`config.mk`:
```
export PLATFORM = sky130hd
export DESIGN_NAME = nebs_ctrl
export DESIGN_NICKNAME = d
export VERILOG_FILES = /design/src/rtl/nebs_pkg.sv /design/src/rtl/nebs_ctrl.sv
export SDC_FILE = /design/constraint.sdc
export NUM_CORES = 1
export LEC_CHECK = 0
export ABC_AREA = 1
export BUFFER_PORTS_ARGS = -buffer_cell sky130_fd_sc_hd__clkbuf_2
export CAP_MARGIN = 20
export CORE_ASPECT_RATIO = 0.9
export CORE_MARGIN = 2
export CORE_UTILIZATION = 48
export CTS_BUF_LIST = sky130_fd_sc_hd__clkbuf_8
export CTS_CLUSTER_DIAMETER = 80
export DETAILED_ROUTE_END_ITERATION = 8
export PLACE_DENSITY = 0.71
export SKIP_LAST_GASP = 1
export SLEW_MARGIN = 20
export SYNTH_ARGS = -nofsm -noshare
export SYNTH_HDL_FRONTEND = slang
export SYNTH_SLANG_ARGS = --single-unit
```
`constraint.sdc`:
```
create_clock -name clock -period 4 [get_ports clock]
set_clock_uncertainty 0.1 [all_clocks]
set_input_delay 0.4 -clock clock [delete_from_list [all_inputs] [get_ports clock]]
set_output_delay 0.4 -clock clock [all_outputs]
set_load 0.01 [all_outputs]
```
`src/rtl/nebs_pkg.sv`:
```
// Shared constants and types for the nearest-entry binary search unit.
package nebs_pkg;

   localparam int TABLE_DEPTH = 1024;
   localparam int VALUE_WIDTH = 32;
   localparam int INDEX_WIDTH = $clog2(TABLE_DEPTH);
   localparam int COUNT_WIDTH = 11;
   localparam int DIFF_WIDTH  = VALUE_WIDTH + 1;

   typedef enum logic [0:0] {
      OP_WRITE = 1'b0,
      OP_QUERY = 1'b1
   } opcode_type;

   typedef struct packed {
      logic                   wr_en;
      logic [INDEX_WIDTH-1:0] wr_addr;
      logic [VALUE_WIDTH-1:0] wr_data;
      logic                   rd_en;
      logic [INDEX_WIDTH-1:0] rd_addr;
   } mem_req_type;

endpackage

```
`src/rtl/nebs_ctrl.sv`:
```
// Search sequencer: table writes, orientation check, bisection and nearest pick.
module nebs_ctrl (
   input  logic                            clock,
   input  logic                            reset,
   input  logic [nebs_pkg::COUNT_WIDTH-1:0] entry_count,
   input  logic                            req_valid,
   output logic                            req_ready,
   input  nebs_pkg::opcode_type            req_opcode,
   input  logic [nebs_pkg::INDEX_WIDTH-1:0] req_index,
   input  logic [nebs_pkg::VALUE_WIDTH-1:0] req_value,
   output logic                            rsp_valid,
   input  logic                            rsp_ready,
   output logic [nebs_pkg::INDEX_WIDTH-1:0] rsp_index,
   output nebs_pkg::mem_req_type           mem_req,
   input  logic [nebs_pkg::VALUE_WIDTH-1:0] rd_data
);

   import nebs_pkg::*;

   typedef enum logic [3:0] {
      S_IDLE,
      S_RD_FIRST,
      S_RD_LAST,
      S_ORIENT,
      S_PROBE,
      S_BISECT,
      S_DIFF,
      S_PICK,
      S_OUT
   } state_type;

   state_type              state_ff, state_in;
   logic [VALUE_WIDTH-1:0] key_ff, key_in;
   logic [INDEX_WIDTH-1:0] last_ff, last_in;
   logic [VALUE_WIDTH-1:0] first_ff, first_in;
   logic [INDEX_WIDTH-1:0] lo_ff, lo_in;
   logic [INDEX_WIDTH-1:0] hi_ff, hi_in;
   logic [INDEX_WIDTH-1:0] mid_ff, mid_in;
   logic [VALUE_WIDTH-1:0] vlo_ff, vlo_in;
   logic [VALUE_WIDTH-1:0] vhi_ff, vhi_in;
   logic [DIFF_WIDTH-1:0]  dlo_ff, dlo_in;
   logic [DIFF_WIDTH-1:0]  dhi_ff, dhi_in;
   logic [INDEX_WIDTH-1:0] res_ff, res_in;
   logic                   rsp_valid_ff, rsp_valid_in;
   logic [INDEX_WIDTH-1:0] rsp_index_ff, rsp_index_in;

   logic [COUNT_WIDTH-1:0] count_sat;
   logic [INDEX_WIDTH-1:0] span;
   logic [INDEX_WIDTH:0]   mid_sum;
   logic                   span_open;
   logic                   accept;

   always_comb begin
      count_sat = (entry_count > COUNT_WIDTH'(TABLE_DEPTH)) ?
                  COUNT_WIDTH'(TABLE_DEPTH) : entry_count;
      span      = (hi_ff > lo_ff) ? (hi_ff - lo_ff) : (lo_ff - hi_ff);
      span_open = (span > INDEX_WIDTH'(1));
      mid_sum   = {1'b0, hi_ff} + {1'b0, lo_ff};
      accept    = req_valid && (state_ff == S_IDLE);
   end

   always_comb begin
      mem_req.wr_en   = accept && (req_opcode == OP_WRITE);
      mem_req.wr_addr = req_index;
      mem_req.wr_data = req_value;
      mem_req.rd_en   = 1'b0;
      mem_req.rd_addr = '0;
      case (state_ff)
         S_RD_FIRST: begin
            mem_req.rd_en = 1'b1;
         end
         S_RD_LAST: begin
            mem_req.rd_en   = 1'b1;
            mem_req.rd_addr = last_ff;
         end
         S_PROBE: begin
            mem_req.rd_en   = span_open;
            mem_req.rd_addr = mid_sum[INDEX_WIDTH:1];
         end
         default: begin
            mem_req.rd_en = 1'b0;
         end
      endcase
   end

   always_comb begin
      state_in     = state_ff;
      key_in       = key_ff;
      last_in      = last_ff;
      first_in     = first_ff;
      lo_in        = lo_ff;
      hi_in        = hi_ff;
      mid_in       = mid_ff;
      vlo_in       = vlo_ff;
      vhi_in       = vhi_ff;
      dlo_in       = dlo_ff;
      dhi_in       = dhi_ff;
      res_in       = res_ff;
      rsp_valid_in = rsp_valid_ff && !rsp_ready;
      rsp_index_in = rsp_index_ff;
      case (state_ff)
         S_IDLE: begin
            if (accept && (req_opcode == OP_QUERY)) begin
               key_in  = req_value;
               last_in = INDEX_WIDTH'(count_sat - COUNT_WIDTH'(1));
               if (count_sat <= COUNT_WIDTH'(1)) begin
                  res_in   = '0;
                  state_in = S_OUT;
               end else begin
                  state_in = S_RD_FIRST;
               end
            end
         end
         S_RD_FIRST: begin
            state_in = S_RD_LAST;
         end
         S_RD_LAST: begin
            first_in = rd_data;
            state_in = S_ORIENT;
         end
         S_ORIENT: begin
            if ($signed(first_ff) > $signed(rd_data)) begin
               lo_in  = last_ff;
               hi_in  = '0;
               vlo_in = rd_data;
               vhi_in = first_ff;
            end else begin
               lo_in  = '0;
               hi_in  = last_ff;
               vlo_in = first_ff;
               vhi_in = rd_data;
            end
            state_in = S_PROBE;
         end
         S_PROBE: begin
            mid_in   = mid_sum[INDEX_WIDTH:1];
            state_in = span_open ? S_BISECT : S_DIFF;
         end
         S_BISECT: begin
            if ($signed(rd_data) > $signed(key_ff)) begin
               hi_in  = mid_ff;
               vhi_in = rd_data;
            end else begin
               lo_in  = mid_ff;
               vlo_in = rd_data;
            end
            state_in = S_PROBE;
         end
         S_DIFF: begin
            dlo_in   = {key_ff[VALUE_WIDTH-1], key_ff} - {vlo_ff[VALUE_WIDTH-1], vlo_ff};
            dhi_in   = {vhi_ff[VALUE_WIDTH-1], vhi_ff} - {key_ff[VALUE_WIDTH-1], key_ff};
            state_in = S_PICK;
         end
         S_PICK: begin
            res_in   = ($signed(dlo_ff) > $signed(dhi_ff)) ? hi_ff : lo_ff;
            state_in = S_OUT;
         end
         S_OUT: begin
            if (!rsp_valid_ff || rsp_ready) begin
               rsp_valid_in = 1'b1;
               rsp_index_in = res_ff;
               state_in     = S_IDLE;
            end
         end
         default: begin
            state_in = S_IDLE;
         end
      endcase
   end

   always_ff @(posedge clock) begin
      if (reset) begin
         state_ff     <= S_IDLE;
         rsp_valid_ff <= 1'b0;
      end else begin
         state_ff     <= state_in;
         rsp_valid_ff <= rsp_valid_in;
      end
      key_ff       <= key_in;
      last_ff      <= last_in;
      first_ff     <= first_in;
      lo_ff        <= lo_in;
      hi_ff        <= hi_in;
      mid_ff       <= mid_in;
      vlo_ff       <= vlo_in;
      vhi_ff       <= vhi_in;
      dlo_ff       <= dlo_in;
      dhi_ff       <= dhi_in;
      res_ff       <= res_in;
      rsp_index_ff <= rsp_index_in;
   end

   assign req_ready = (state_ff == S_IDLE);
   assign rsp_valid = rsp_valid_ff;
   assign rsp_index = rsp_index_ff;

endmodule

```
# Word-level counts from Yosys, hierarchy flattened
# Index checks and enable logic that the tools add are counted.
word_totals:
  out_inout_bits: 66
  memories: 0
  ram_bits: 0
  elab_cells: 86
  latchBits: 0
  romBits: 0
  ff_bits: 259
op_classes:
  muxes: 27
  n_lt_le_gt_ge: 7
  n_addsub: 6
  mul: 0
  div_mod_pow: 0
  n_eq_ne: 13
  reduce_logical: 18
  shifts: 0
  bitwise_logic: 1
op_table:
  columns: ["cell", "n"]
  rows:
  - ["$mux 32", 4]
  - ["$pmux 32 s2", 2]
  - ["$mux 10", 8]
  - ["$pmux 10 s2", 4]
  - ["$sub 32x32->33", 2]
  - ["$gt 32x32->1", 2]
  - ["$gt 33x33->1", 1]
  - ["$pmux 4 s8", 1]
  - ["$sub 10x10->10", 2]
  - ["$eq 4x3->1 const B", 4]
  - ["$mux 4", 3]
  - ["$add 10x10->11", 1]
  - ["$gt 11x11->1 const B", 1]
  - ["$le 11x1->1 const B", 1]
  - ["$mux 11", 1]
  - ["$gt 10x1->1 const B", 1]
  - ["$gt 10x10->1", 1]
  - ["$reduce_and 2->1", 5]
  - ["$sub 10x1->10 const B", 1]
  - ["$eq 4x2->1 const B", 2]
  - ["$ne 2x2->1 const B", 3]
  - ["$eq 4x1->1 const B", 1]
  - ["$eq 4x4->1 const B", 1]
  - ["$logic_and 1x1->1", 4]
  - ["11 further kinds", 16]

# Depth between registers and ports, before layout
depth:
  depth_word: 6
  depth_mapped: 18

# Least setup slack after synthesis
# Ideal clock, no wire load.
synth_path:
  kind: "register to register"
  from: "reg key_ff[1]"
  to: "reg hi_ff[0], enable pin"
  t_arrival_ps: 3420
  required_ps: 3450
  path_slack_ps: 30
  n_path_buf: 0
  stages_incl_launch_ff: 14
  cell_sequence: "edfxtp_1 > inv_1 > ha_1 > a21oi_1 > o21ai_0 > nand2_1 > nand3_1 > nand2_1 > nand2_1 > nand2_1 > nand2_1 > nand2_1 > nand3_1 > o21bai_1"
synth_via:
  elab_chain_len: 3
synth_lines:
  columns: ["item", "line_no", "rtl"]
  rows:
  - ["from (decl)", "nebs_ctrl.sv:33", "logic [VALUE_WIDTH-1:0] key_ff, key_in;"]
  - ["from (signal assigned)", "nebs_ctrl.sv:179", "key_ff <= key_in;"]
  - ["$gt 32x32->1", "nebs_ctrl.sv:140", "if ($signed(rd_data) > $signed(key_ff)) begin"]
  - ["$ne 2x2->1 (no line)", null, null]
  - ["$reduce_and 2->1 (no line)", null, null]
  - ["to (signal assigned)", "nebs_ctrl.sv:183", "hi_ff <= hi_in;"]
  - ["to (decl)", "nebs_ctrl.sv:37", "logic [INDEX_WIDTH-1:0] hi_ff, hi_in;"]
# Every way passes these cells.
# A chain may end at the register's enable or synchronous reset.

==> reports/metrics.cfg <==
[routing]
wl_um=51500
drt_pass1_iterations=6
vias=15400
postRouteAntennaNets=0
drt_iter0_drc=1482
vias_per_cell=5.49
wl_per_cell_um=18.3
drc_errors=0

[sta]
rsz0062_at_grt=false
fin_crit_sh_pct=90.4
hold_viol_final=0
finalSetupViolCount=0
final.setup.tns_ns=0
min_period_ns=3.62
finalMaxSlewViolations=0
max_slew_margin_pct=30.2
fmax_ghz=0.277
worst_pin_slew_ns=1.04

[setup_path]
critPathArrivalTime_ns=3.12
critical_path_class=register to output port
startpoint_type=register
cp_max_fo=12
worstPathRequired_ns=3.50
cp-end-kind=output port

[floorplan]
dieArea_um2=39100
die_h_um=188
core_um2=37100
die_x_um=208
ios=156
start_util_pct=48.5
rows=67

[placement]
hpwl_um=38800
port_buffers=135
globalplace.congestion=0.938

[logic_synthesis]
synth_flop_cell=edfxtp_1
synth_edf_count=254
synthDistinctLibCells=42
yosysTopAreaCell=edfxtp_1
synthesis.area_um2=18000
synthArstFlopShare_pct=0
synth-seq-area-share_pct=42.9
ys_warn_count=0
synth.most_common_cell=nand2_1
syn_inst=2106
ys_seq_elements=259
synthTopCellsByArea=edfxtp_1 (42%), ha_1 (13%), nand2_1 (10%), inv_1 (6.8%), a21oi_1 (4.3%)
synth_top_cells_by_count=nand2_1 (480), inv_1 (328), edfxtp_1 (254)
synth.avg_cell_area_um2=8.55
syn_nets=2393
synth_top_area_share_pct=42.3

[global_route]
grt_pass1_wl_um=79800
grt.overflow.total=0
grt_use_met3_pct=4.34
grt_start_max_net_pins=51
grt_use_met2_pct=43.6
grt_pass1_vias=15000
grt_usage_pct=26.1
met1_usage_pct=33.1
busiest_layer=met2
antenna_found_initial=3

[clock_network]
clkSlewWorstSetupHoldPaths_ns=0.06
cts_num_sinks=259
cts_root_buffer=clkbuf_8
cts_tree=done
post_cts_buffers=0
insertion_delay_ns=0.63
htree_levels=2
ctsResizeCount=0
cts_buffers=47
cts_hold_buf=67
clockBufferDepth=3

[worst_hold_path]
hp-class=input port to register

[run_status]
status=complete, no violations

[pwr]
finalPower_w=0.00896
p_per_area_nw_per_um2=437
p_leak_nw=9.67
irDropWorstVdd_mv=0.339

[final_layout]
syn2layout_area_growth_pct=13.9
drive_gt1_share_pct=9.93
nets=2576

[job]
maxCapViolations=0

[cells in the final DEF, fill, tap and decap left out, drive strengths merged, types with 5 or more instances in the layout]
cell,n
dlygate4sd3,67
nor4,8
o21ai,88
inv,337
a21o,9
clkbuf,187
clkinv,24
xnor2,21
a21oi,155
nor2,159
nor3,23
nand3,127
o21bai,24
ha,192
nand3b,6
buf,15
edfxtp,254
dfxtp,5
nand2,482
nand4,50
xor2,59
fa,5
[power breakdown]
| part | internal (W) | switching (W) | total [W] |
|---|---|---|---|
| Combinational | 0.000971 | 0.00194 | 0.00291 |
| Sequential | 0.00343 | 0.000182 | 0.00361 |
| Clock | 0.00126 | 0.00118 | 0.00244 |
| Total | 0.00566 | 0.00330 | 0.00896 |
[per-layer routing]
| metal | up-vias | wire [um] | part of all wire, % |
|---|---|---|---|
| li1 | 7404 | - | - |
| met1 | 7180 | 21100 | 41 |
| met2 | 722 | 24000 | 47 |
| met3 | 133 | 4080 | 7.9 |
| met4 | 0 | 2260 | 4.4 |
| met5 | - | 0 | 0 |
[flip-flops by register name, indices dropped and copies added (netlist names), 32 cells and up]
register	flops
dhi_ff	33
dlo_ff	33
first_ff	32
key_ff	32
vhi_ff	32
vlo_ff	32
[final cells by class]
type                    instances  area [um2]
diodes                          3        7.51
clock buffers                  52         716
clock inverters                35         180
fillers                      3282       16600
inverters                     330        1240
multi-input cells            1434        8560
flip-flops and latches        259        7730
well taps                     483         604
repair buffers                217        1500
[cells by family after synthesis]
family          after synthesis  synth area share [%]
compound gates              302                  9.31
xor+xnor                     80                  3.89
fa+ha+maj                   197                  13.9
buf+inv                     413                  9.82
flops                       259                  42.9
simple gates                855                  20.2
[path summary, 6_finish.rpt]
kind                  startpoint           end  slack [ns]  depth (start not counted)
setup / recovery        lo_ff[2]   mem_req[10]        0.38                         13
hold / removal    entry_count[7]    last_ff[7]        0.05                          3
setup reg to reg     first_ff[7]    vlo_ff[26]        0.85                         14
hold reg to reg        res_ff[4]  rsp_index[4]        0.32                          0
[metrics by stage]
stage	std cells	hold slack, ns	worst slack, ns	util, %	instance area [um2]
after floorplan	2106	0.300	0.0300	-	18000
after global placement	2656	0.304	0.807	51.0	19000
after detailed placement	2656	0.305	0.712	51.0	19000
after CTS	2810	0.0139	0.384	55.3	20500
after global routing	2813	0.0575	0.145	55.3	20500
final	2813	0.0512	0.385	55.3	20500
[worst max-delay path: stages (launching register included)]
cell      delay (ns)
edfxtp_1        0.46
inv_1           0.07
ha_1            0.60
nand2_1         0.20
o21ai_0         0.28
nand2_1         0.11
nand2_1         0.07
nand2_1         0.04
nand3_1         0.09
nor2_1          0.04
nand2_1         0.08
nand3_1         0.17
nand2_1         0.15
clkbuf_2        0.14
(Power assumes the default switching activity.)
